===== config.mk =====
export PLATFORM = sky130hd
export DESIGN_NAME = uecp_frame_encoder_unit
export DESIGN_NICKNAME = d
export VERILOG_FILES = /design/src/rtl/core/ufe_pkg.sv /design/src/rtl/core/ufe_front.sv /design/src/rtl/core/ufe_back.sv /design/src/rtl/core/uecp_frame_encoder_unit.sv
export SDC_FILE = /design/constraint.sdc
export NUM_CORES = 1
export LEC_CHECK = 0
export ABC_AREA = 1
export BUFFER_PORTS_ARGS = -buffer_cell sky130_fd_sc_hd__buf_2
export CELL_PAD_IN_SITES_DETAIL_PLACEMENT = 0
export CELL_PAD_IN_SITES_GLOBAL_PLACEMENT = 2
export CORE_UTILIZATION = 39
export CTS_BUF_LIST = sky130_fd_sc_hd__clkbuf_8 sky130_fd_sc_hd__clkbuf_16
export CTS_CLUSTER_DIAMETER = 120
export DETAILED_ROUTE_END_ITERATION = 6
export PLACE_DENSITY_LB_ADDON = 0.1
export REMOVE_ABC_BUFFERS = 1
export SLEW_MARGIN = 20
export SYNTH_ARGS = -nofsm -noshare
export SYNTH_HDL_FRONTEND = slang
export SYNTH_HIERARCHICAL = 1
export SYNTH_SLANG_ARGS = --single-unit
export TNS_END_PERCENT = 100

===== constraint.sdc =====
create_clock -name clk_i -period 6.3 [get_ports clk_i]
set_input_delay 0.315 -clock clk_i [delete_from_list [all_inputs] [get_ports clk_i]]
set_output_delay 0.315 -clock clk_i [all_outputs]
set_load 0.05 [all_outputs]

===== src/rtl/core/ufe_pkg.sv =====
// ufe_pkg: shared types, constants and the CRC step for the UECP frame encoder.
// Depends on nothing; used by ufe_front, ufe_back and uecp_frame_encoder_unit.
`timescale 1ns / 1ps
`default_nettype none

package ufe_pkg;

  // Default depth of the item queue between front and back.
  localparam int unsigned QueueDepth = 4;

  // Framing marks.
  localparam logic [7:0] MarkStart = 8'hFE;
  localparam logic [7:0] MarkStop  = 8'hFF;
  localparam logic [7:0] MarkEsc   = 8'hFD;
  localparam logic [15:0] CrcInit  = 16'hFFFF;

  // Configuration port.
  localparam int unsigned CfgIdxW  = 2;
  localparam int unsigned CfgDataW = 10;
  localparam logic [CfgIdxW-1:0] RegSite = 2'd0;
  localparam logic [CfgIdxW-1:0] RegEnc  = 2'd1;
  localparam logic [CfgIdxW-1:0] RegSeq  = 2'd2;

  typedef struct packed {
    logic [7:0] data_byte;
    logic       first;
    logic       last;
    logic [7:0] data_length;
  } item_t;

  typedef struct packed {
    logic  valid;
    item_t item;
  } head_t;

  typedef struct packed {
    logic [9:0] site_address;
    logic [5:0] encoder_address;
    logic [7:0] sequence_count;
  } cfg_t;

  // One byte of the CCITT CRC, byte-wise form.
  function automatic logic [15:0] crc_feed(logic [15:0] crc, logic [7:0] b);
    logic [15:0] c;
    c = {crc[7:0], crc[15:8]};
    c[7:0] = c[7:0] ^ b;
    c = c ^ {12'h000, c[7:4]};
    c = c ^ {c[3:0], 12'h000};
    c = c ^ {3'b000, c[7:0], 5'b00000};
    return c;
  endfunction

endpackage

`default_nettype wire


===== src/rtl/core/ufe_front.sv =====
// ufe_front: accepts input words, drops words outside a frame, queues the rest.
// Depends on ufe_pkg.
`timescale 1ns / 1ps
`default_nettype none

module ufe_front #(
  parameter int unsigned Depth = ufe_pkg::QueueDepth
) (
  input  wire logic          clk_i,
  input  wire logic          rst_ni,
  input  wire logic          in_valid_i,
  output logic               in_stall_o,
  input  wire ufe_pkg::item_t item_i,
  input  wire logic          pop_i,
  output ufe_pkg::head_t     head_o
);

  localparam int unsigned PtrW = (Depth > 1) ? $clog2(Depth) : 1;
  localparam int unsigned CntW = $clog2(Depth + 1);
  localparam logic [PtrW-1:0] PtrLast = PtrW'(Depth - 1);

  ufe_pkg::item_t mem_q [Depth];
  logic [PtrW-1:0] wr_ptr_q, wr_ptr_d, rd_ptr_q, rd_ptr_d;
  logic [CntW-1:0] count_q, count_d;
  logic in_frame_q, in_frame_d;
  logic full, accept, keep, push, pop;

  assign full       = (count_q == CntW'(Depth));
  assign in_stall_o = full;
  assign accept     = in_valid_i & ~full;
  // a word with first clear outside a frame makes no output
  assign keep       = item_i.first | in_frame_q;
  assign push       = accept & keep;
  assign pop        = pop_i & (count_q != '0);

  always_comb begin
    in_frame_d = in_frame_q;
    if (push) begin
      in_frame_d = ~item_i.last;
    end
    wr_ptr_d = wr_ptr_q;
    if (push) begin
      wr_ptr_d = (wr_ptr_q == PtrLast) ? '0 : wr_ptr_q + 1'b1;
    end
    rd_ptr_d = rd_ptr_q;
    if (pop) begin
      rd_ptr_d = (rd_ptr_q == PtrLast) ? '0 : rd_ptr_q + 1'b1;
    end
    case ({push, pop})
      2'b10:   count_d = count_q + 1'b1;
      2'b01:   count_d = count_q - 1'b1;
      default: count_d = count_q;
    endcase
  end

  always_ff @(posedge clk_i or negedge rst_ni) begin
    if (!rst_ni) begin
      wr_ptr_q   <= '0;
      rd_ptr_q   <= '0;
      count_q    <= '0;
      in_frame_q <= 1'b0;
    end else begin
      wr_ptr_q   <= wr_ptr_d;
      rd_ptr_q   <= rd_ptr_d;
      count_q    <= count_d;
      in_frame_q <= in_frame_d;
    end
  end

  always_ff @(posedge clk_i) begin
    if (push) begin
      mem_q[wr_ptr_q] <= item_i;
    end
  end

  assign head_o.valid = (count_q != '0);
  assign head_o.item  = mem_q[rd_ptr_q];

endmodule

`default_nettype wire


===== src/rtl/core/ufe_back.sv =====
// ufe_back: expands queued words into framed, escape-stuffed bytes with CRC.
// Depends on ufe_pkg; fed by ufe_front.
`timescale 1ns / 1ps
`default_nettype none

module ufe_back (
  input  wire logic          clk_i,
  input  wire logic          rst_ni,
  input  wire ufe_pkg::head_t head_i,
  output logic               pop_o,
  input  wire ufe_pkg::cfg_t cfg_i,
  output logic               out_valid_o,
  input  wire logic          out_stall_i,
  output logic [7:0]         out_byte_o,
  output logic               out_run_last_o,
  output logic               out_frame_end_o
);

  localparam logic [3:0] StStart = 4'd0;
  localparam logic [3:0] StSite  = 4'd1;
  localparam logic [3:0] StAddr  = 4'd2;
  localparam logic [3:0] StSeq   = 4'd3;
  localparam logic [3:0] StLen   = 4'd4;
  localparam logic [3:0] StData  = 4'd5;
  localparam logic [3:0] StCrcHi = 4'd6;
  localparam logic [3:0] StCrcLo = 4'd7;
  localparam logic [3:0] StStop  = 4'd8;

  logic [3:0] step_q, step_d, cur_step, next_step;
  logic started_q, started_d, half_q, half_d;
  logic [15:0] crc_q, crc_d, fin;
  logic out_valid_q, out_valid_d;
  logic [7:0] out_byte_q, out_byte_d;
  logic out_run_last_q, out_run_last_d, out_frame_end_q, out_frame_end_d;
  logic out_ready, go;
  logic [7:0] byte_cur, emit_byte;
  logic is_raw, is_body, needs_esc, advance, done_item;

  assign out_ready = ~out_valid_q | ~out_stall_i;
  assign go        = head_i.valid & out_ready;
  assign cur_step  = started_q ? step_q : (head_i.item.first ? StStart : StData);
  assign fin       = ~crc_q;

  always_comb begin
    byte_cur  = head_i.item.data_byte;
    is_raw    = 1'b0;
    is_body   = 1'b0;
    next_step = cur_step + 1'b1;
    case (cur_step)
      StStart: begin
        byte_cur = ufe_pkg::MarkStart;
        is_raw   = 1'b1;
      end
      StSite: begin
        byte_cur = cfg_i.site_address[9:2];
        is_body  = 1'b1;
      end
      StAddr: begin
        byte_cur = {cfg_i.site_address[1:0], cfg_i.encoder_address};
        is_body  = 1'b1;
      end
      StSeq: begin
        byte_cur = cfg_i.sequence_count;
        is_body  = 1'b1;
      end
      StLen: begin
        byte_cur = head_i.item.data_length;
        is_body  = 1'b1;
      end
      StData: begin
        byte_cur = head_i.item.data_byte;
        is_body  = 1'b1;
      end
      StCrcHi: byte_cur = fin[15:8];
      StCrcLo: byte_cur = fin[7:0];
      StStop: begin
        byte_cur = ufe_pkg::MarkStop;
        is_raw   = 1'b1;
      end
      default: byte_cur = head_i.item.data_byte;
    endcase
  end

  // FD/FE/FF go out as FD then 00/01/02
  assign needs_esc = ~is_raw & (byte_cur >= ufe_pkg::MarkEsc);

  always_comb begin
    if (half_q) begin
      emit_byte = {6'd0, byte_cur[1:0] - 2'b01};
      advance   = 1'b1;
    end else if (needs_esc) begin
      emit_byte = ufe_pkg::MarkEsc;
      advance   = 1'b0;
    end else begin
      emit_byte = byte_cur;
      advance   = 1'b1;
    end
  end

  assign done_item = advance &
      ((cur_step == StStop) | ((cur_step == StData) & ~head_i.item.last));
  assign pop_o = go & done_item;

  always_comb begin
    step_d          = step_q;
    started_d       = started_q;
    half_d          = half_q;
    crc_d           = crc_q;
    out_valid_d     = out_valid_q;
    out_byte_d      = out_byte_q;
    out_run_last_d  = out_run_last_q;
    out_frame_end_d = out_frame_end_q;
    if (go) begin
      half_d          = needs_esc & ~half_q;
      out_valid_d     = 1'b1;
      out_byte_d      = emit_byte;
      out_run_last_d  = done_item;
      out_frame_end_d = (cur_step == StStop);
      if (done_item) begin
        started_d = 1'b0;
      end else begin
        started_d = 1'b1;
        step_d    = advance ? next_step : cur_step;
      end
      if (cur_step == StStart || cur_step == StStop) begin
        crc_d = ufe_pkg::CrcInit;
      end else if (is_body && !half_q) begin
        crc_d = ufe_pkg::crc_feed(crc_q, byte_cur);
      end
      if (cur_step == StData && advance && head_i.item.last) begin
        step_d = StCrcHi;
      end
    end else if (!out_stall_i) begin
      out_valid_d = 1'b0;
    end
  end

  always_ff @(posedge clk_i or negedge rst_ni) begin
    if (!rst_ni) begin
      step_q      <= StStart;
      started_q   <= 1'b0;
      half_q      <= 1'b0;
      crc_q       <= ufe_pkg::CrcInit;
      out_valid_q <= 1'b0;
    end else begin
      step_q      <= step_d;
      started_q   <= started_d;
      half_q      <= half_d;
      crc_q       <= crc_d;
      out_valid_q <= out_valid_d;
    end
  end

  always_ff @(posedge clk_i) begin
    out_byte_q      <= out_byte_d;
    out_run_last_q  <= out_run_last_d;
    out_frame_end_q <= out_frame_end_d;
  end

  assign out_valid_o     = out_valid_q;
  assign out_byte_o      = out_byte_q;
  assign out_run_last_o  = out_run_last_q;
  assign out_frame_end_o = out_frame_end_q;

  a_stop_byte: assert property (@(posedge clk_i) disable iff (!rst_ni)
      out_valid_o && out_frame_end_o |-> out_byte_o == ufe_pkg::MarkStop && out_run_last_o)
    else $error("stop byte flagged on wrong value or not last of its word");

  a_half_held: assert property (@(posedge clk_i) disable iff (!rst_ni)
      (half_q || started_q) |-> head_i.valid)
    else $error("word left the queue in the middle of its expansion");

  a_esc_next: assert property (@(posedge clk_i) disable iff (!rst_ni)
      go && needs_esc && !half_q |=> half_q && !pop_o || (half_q && pop_o))
    else $error("escape byte not followed by its code");

endmodule

`default_nettype wire


===== src/rtl/core/uecp_frame_encoder_unit.sv =====
// uecp_frame_encoder_unit: top level of the UECP frame encoder.
// Depends on ufe_pkg, ufe_front and ufe_back.
//
//  channel | direction | handshake                | payload
//  --------+-----------+--------------------------+------------------------------------
//  in      | sink      | in_valid_i / in_stall_o  | data_byte_i first_i last_i data_length_i
//  out     | source    | out_valid_o / out_stall_i| out_byte_o run_last_o frame_end_o
//  cfg     | sink      | cfg_we_i                 | cfg_idx_i cfg_data_i
//
// Output: the back end sends one byte per cycle while a word is queued and
//   the output is not stalled; a plain data word expands to 1..2 output bytes,
//   a first+last word to up to 16.
// The input queue (Depth words) takes words while the back end still works.
// Words with first clear outside a frame are taken while the queue is not full and dropped.
// Reset is asynchronous and clears control state and the config registers.
// A stall on the output holds the output register; the queue absorbs input.
`timescale 1ns / 1ps
`default_nettype none

module uecp_frame_encoder_unit #(
  parameter int unsigned Depth = ufe_pkg::QueueDepth
) (
  input  wire logic                          clk_i,
  input  wire logic                          rst_ni,
  // configuration writes
  input  wire logic                          cfg_we_i,
  input  wire logic [ufe_pkg::CfgIdxW-1:0]   cfg_idx_i,
  input  wire logic [ufe_pkg::CfgDataW-1:0]  cfg_data_i,
  // input words
  input  wire logic                          in_valid_i,
  output logic                               in_stall_o,
  input  wire logic [7:0]                    data_byte_i,
  input  wire logic                          first_i,
  input  wire logic                          last_i,
  input  wire logic [7:0]                    data_length_i,
  // output words
  output logic                               out_valid_o,
  input  wire logic                          out_stall_i,
  output logic [7:0]                         out_byte_o,
  output logic                               run_last_o,
  output logic                               frame_end_o
);

  ufe_pkg::cfg_t  cfg_q, cfg_d;
  ufe_pkg::item_t item;
  ufe_pkg::head_t head;
  logic pop;

  // Config registers; the user writes them only while no word is in flight (not enforced here).
  always_comb begin
    cfg_d = cfg_q;
    if (cfg_we_i) begin
      case (cfg_idx_i)
        ufe_pkg::RegSite: cfg_d.site_address    = cfg_data_i;
        ufe_pkg::RegEnc:  cfg_d.encoder_address = cfg_data_i[5:0];
        ufe_pkg::RegSeq:  cfg_d.sequence_count  = cfg_data_i[7:0];
        default:          cfg_d = cfg_q;
      endcase
    end
  end

  always_ff @(posedge clk_i or negedge rst_ni) begin
    if (!rst_ni) begin
      cfg_q <= '0;
    end else begin
      cfg_q <= cfg_d;
    end
  end

  assign item.data_byte   = data_byte_i;
  assign item.first       = first_i;
  assign item.last        = last_i;
  assign item.data_length = data_length_i;

  // Front: accept, filter and queue words.
  ufe_front #(
    .Depth(Depth)
  ) u_front (
    .clk_i      (clk_i),
    .rst_ni     (rst_ni),
    .in_valid_i (in_valid_i),
    .in_stall_o (in_stall_o),
    .item_i     (item),
    .pop_i      (pop),
    .head_o     (head)
  );

  // Back: header, data, CRC, stop byte, escape stuffing.
  ufe_back u_back (
    .clk_i           (clk_i),
    .rst_ni          (rst_ni),
    .head_i          (head),
    .pop_o           (pop),
    .cfg_i           (cfg_q),
    .out_valid_o     (out_valid_o),
    .out_stall_i     (out_stall_i),
    .out_byte_o      (out_byte_o),
    .out_run_last_o  (run_last_o),
    .out_frame_end_o (frame_end_o)
  );

endmodule

`default_nettype wire

==> flow_summary.toml <==
[synthesis]
flop_and_latch_count_out_of_synthesis = 137
postSynth.asyncResetShare_pct = 40.1
synth_enable_flop_cells = 82
dominantRegCellSynth = "sky130_fd_sc_hd__edfxtp_1"
synth_largest_type_area_fraction_pct = 33.7
yosysTopAreaCell = "sky130_fd_sc_hd__edfxtp_1"
synth_top_cells_by_area = "sky130_fd_sc_hd__edfxtp_1 (34%), sky130_fd_sc_hd__dfrtp_1 (13%), sky130_fd_sc_hd__nand2_1 (13%), sky130_fd_sc_hd__dfstp_2 (5.8%), sky130_fd_sc_hd__inv_1 (5.6%)"
synth.yosys.warnings = 6
synth.distinct_cells = 41
post_synth_instance_area_mm2 = 0.00730
seq_area_frac_synth_pct = 52.8
synthCells = 804
syn_avg_cell_area_um2 = 9.09

[critical_path]
worstSetupStartpoint = "u_front/rd_ptr_q[0]"
cp-start-kind = "flop"
critPathMaxStageDelay_ps = 770
critPathTopFamily = "simple AND/OR/NAND/NOR gates"
path_class = "reg -> reg"
timing.critical_path.required_ps = 6620
slowest_stage = "sky130_fd_sc_hd__dfrtp_2"
reg2reg_from = "u_front/rd_ptr_q[0]"
setup.worst_path.end_class = "flop"
worstPathMaxFanout = 36
crit_arrival_ps = 4780
critPathBufInv = 5
cp_dominant_cell_by_count = "sky130_fd_sc_hd__nand2_1"

[sta]
skew_ps = 14.4
layout_min_cycle_time_ps = 4460
finalSetupTns_ps = 0
slew_viol_final = 0
finalHoldViolations = 0
fmax_mhz = 224
setup_viol = 0
timing_worst_slew_pin_value_ps = 754
max-slew-margin-rel_pct = 49.7
final.period_utilization_pct = 70.9
unrepaired_setup_endpoints_after_global_routing = "no"

[placement]
portBuffers = 46
dp.cells = 1064
post_dp_cell_area_mm2 = 0.00767
gp_routability_congestion = 0.843
post_detail_place_hpwl_mm = 12.9

[clock_network]
cts.repair.resized = 0
clk_latency_ps = 430
cts.root.buffer_cell = "sky130_fd_sc_hd__clkbuf_16"
tritoncts_num_sinks = 137
ctsHtreeMaxLevel = 4
cts_tree = "built"
postCtsSetupRepairBufs = 0
cts.hold.buffers_added = 0
clk_pin_slew_worst_paths_ps = 60
cts_buffer_depth = 2
cts_buffers = 17

[layout]
area.sequential_mm2 = 0.00386
layout_cells_sized_above_1_pct = 20.5
multi_input_logic_area_mm2 = 0.00278
final_area_mm2 = 0.00823
finish.net_count = 898
diodes = 0
final.fill_count = 1782
area_growth_syn_to_layout_pct = 12.7
instances_no_fill = 1096

[global_routing]
grt_antenna_before_repair = 0
grt_start_max_net_pins = 56
via_count_of_the_first_global_routing_pass = 5296
grt_util_all_layers_pct = 19.8
globalRoute.totalOverflow = 0
grt_pass1_wl_mm = 29.0

[detailed_routing]
detail_route.wirelength_mm = 17.5
drt_pre_antenna_iters = 6
final_antenna_net_count = 0
wl_per_cell_um = 16.0
vias = 5383
vias_per_cell = 4.91
first_iter_violations = 361
drt_drc_violations_left = 0

[floorplan]
num_io_pins = 47
row_count = 49
start_util_pct = 40.3
die-area_mm2 = 0.0193
core_area_mm2 = 0.0181
dieHeight_um = 139
fp.dieW_um = 139

[min_path]
hp-class = "in -> async"

[status]
outcome = "finished clean"

[run]
cap_viol_max_count = 0
==> Yosys cell counts (3+ instances only) <==
library cell / number
sky130_fd_sc_hd__buf_6: 11
sky130_fd_sc_hd__or2_4: 3
sky130_fd_sc_hd__nand2_1: 255
sky130_fd_sc_hd__dfrtp_1: 39
sky130_fd_sc_hd__nand4_1: 24
sky130_fd_sc_hd__buf_4: 5
sky130_fd_sc_hd__o21ai_1: 14
sky130_fd_sc_hd__o211ai_2: 3
sky130_fd_sc_hd__nor2_4: 6
sky130_fd_sc_hd__nand3_1: 69
sky130_fd_sc_hd__nor2_1: 34
sky130_fd_sc_hd__nor2_2: 3
sky130_fd_sc_hd__nand3_4: 5
sky130_fd_sc_hd__a21oi_1: 4
sky130_fd_sc_hd__o211ai_1: 15
sky130_fd_sc_hd__edfxtp_1: 82
sky130_fd_sc_hd__nor3_1: 3
sky130_fd_sc_hd__nand2_2: 10
sky130_fd_sc_hd__buf_2: 4
sky130_fd_sc_hd__ha_1: 8
sky130_fd_sc_hd__o22ai_1: 5
sky130_fd_sc_hd__nand2_4: 7
sky130_fd_sc_hd__inv_2: 10
sky130_fd_sc_hd__dfstp_2: 16
sky130_fd_sc_hd__o21ai_0: 18
sky130_fd_sc_hd__inv_1: 109
sky130_fd_sc_hd__nand3_2: 10
sky130_fd_sc_hd__a21oi_2: 14
==> path summary, 6_finish.rpt <==
| kind | end | slack (ps) | cells past startpoint |
|---|---|---|---|
| worst max-delay path | u_front/count_q[2] | 1840 | 29 |
| worst min-delay path | cfg_q[14] | 50 | 2 |
| worst max register to register | u_front/count_q[2] | 1840 | 29 |
| worst min register to register | u_front/in_frame_q | 480 | 2 |
| max in group asynchronous | u_front/rd_ptr_q[0] | 5710 | 2 |
| min in group clk_i | u_front/mem_q[2][7] | 100 | 1 |
==> registers in the layout (all words and copies together), names as in the netlist, 2 cells and up <==
signal / count
u_front/mem_q: 72
u_front/wr_ptr_q: 2
u_back/step_q: 4
u_front/count_q: 3
u_back/out_byte_o: 8
u_back/crc_q: 16
cfg_q: 24
u_front/rd_ptr_q: 2
==> kinds of logic (layout without fill, tap and decap cells) <==
| family | after synthesis | count (layout) | synth area share [%] |
|---|---|---|---|
| and+or+nand+nor | 433 | 433 | 28.6 |
| buffers and inverters | 145 | 208 | 9.13 |
| DFF | 137 | 137 | 52.8 |
| AOI/OAI and AO/OA | 77 | 77 | 7.42 |
| adders and majority gates | 9 | 9 | 1.64 |
| xor gates and xnor gates | 3 | 3 | 0.360 |
==> final cells by class <==
| type | count | share of cell area [%] |
|---|---|---|
| Clock inverter | 15 | 1.57 |
| Multi-Input combinational cell | 522 | 33.8 |
| Timing Repair Buffer | 53 | 3.44 |
| Sequential cell | 137 | 46.9 |
| Inverter | 123 | 5.67 |
| Tap cell | 229 | 3.48 |
| Clock buffer | 17 | 5.17 |
==> per-stage QoR <==
stage               setup WS (ps)  util, %  hold slack, ps
floorplan                    1300        -            19.4
global placement             1970     42.3             455
detailed placement           1820     42.3             468
finish                       1840     45.3            48.9
global route                 1330     45.3            90.4
CTS                          1820     45.3            62.2
==> layout by cell type (no fill, tap or decap), drive strengths merged <==
cell type / Yosys / layout
buf: 21 / 53
nand4: 24 / 24
or2: 4 / 4
clkinvlp: 0 / 3
o22ai: 5 / 5
nand2: 272 / 272
nor2: 45 / 45
o21ai: 35 / 35
clkbuf: 1 / 17
nand3: 84 / 84
xnor2: 1 / 1
nor3b: 1 / 1
o211ai: 18 / 18
xor2: 2 / 2
nor3: 3 / 3
a21oi: 19 / 19
dfrtp: 39 / 39
edfxtp: 82 / 82
dfstp: 16 / 16
fa: 1 / 1
inv: 121 / 128
bufinv: 0 / 1
ha: 8 / 8
clkinv: 2 / 6
==> per-layer routing <==
layer	routed length [um]	part of all wire [%]	global-route usage (%)
met1	8780	50	28.0
met2	8050	46	30.8
met3	500	2.9	3.38
met4	216	1.2	6.49
met5	0	0	0
Power is not shown: default switching activity piles up to over one toggle a cycle in this logic, so the estimate is an artifact.
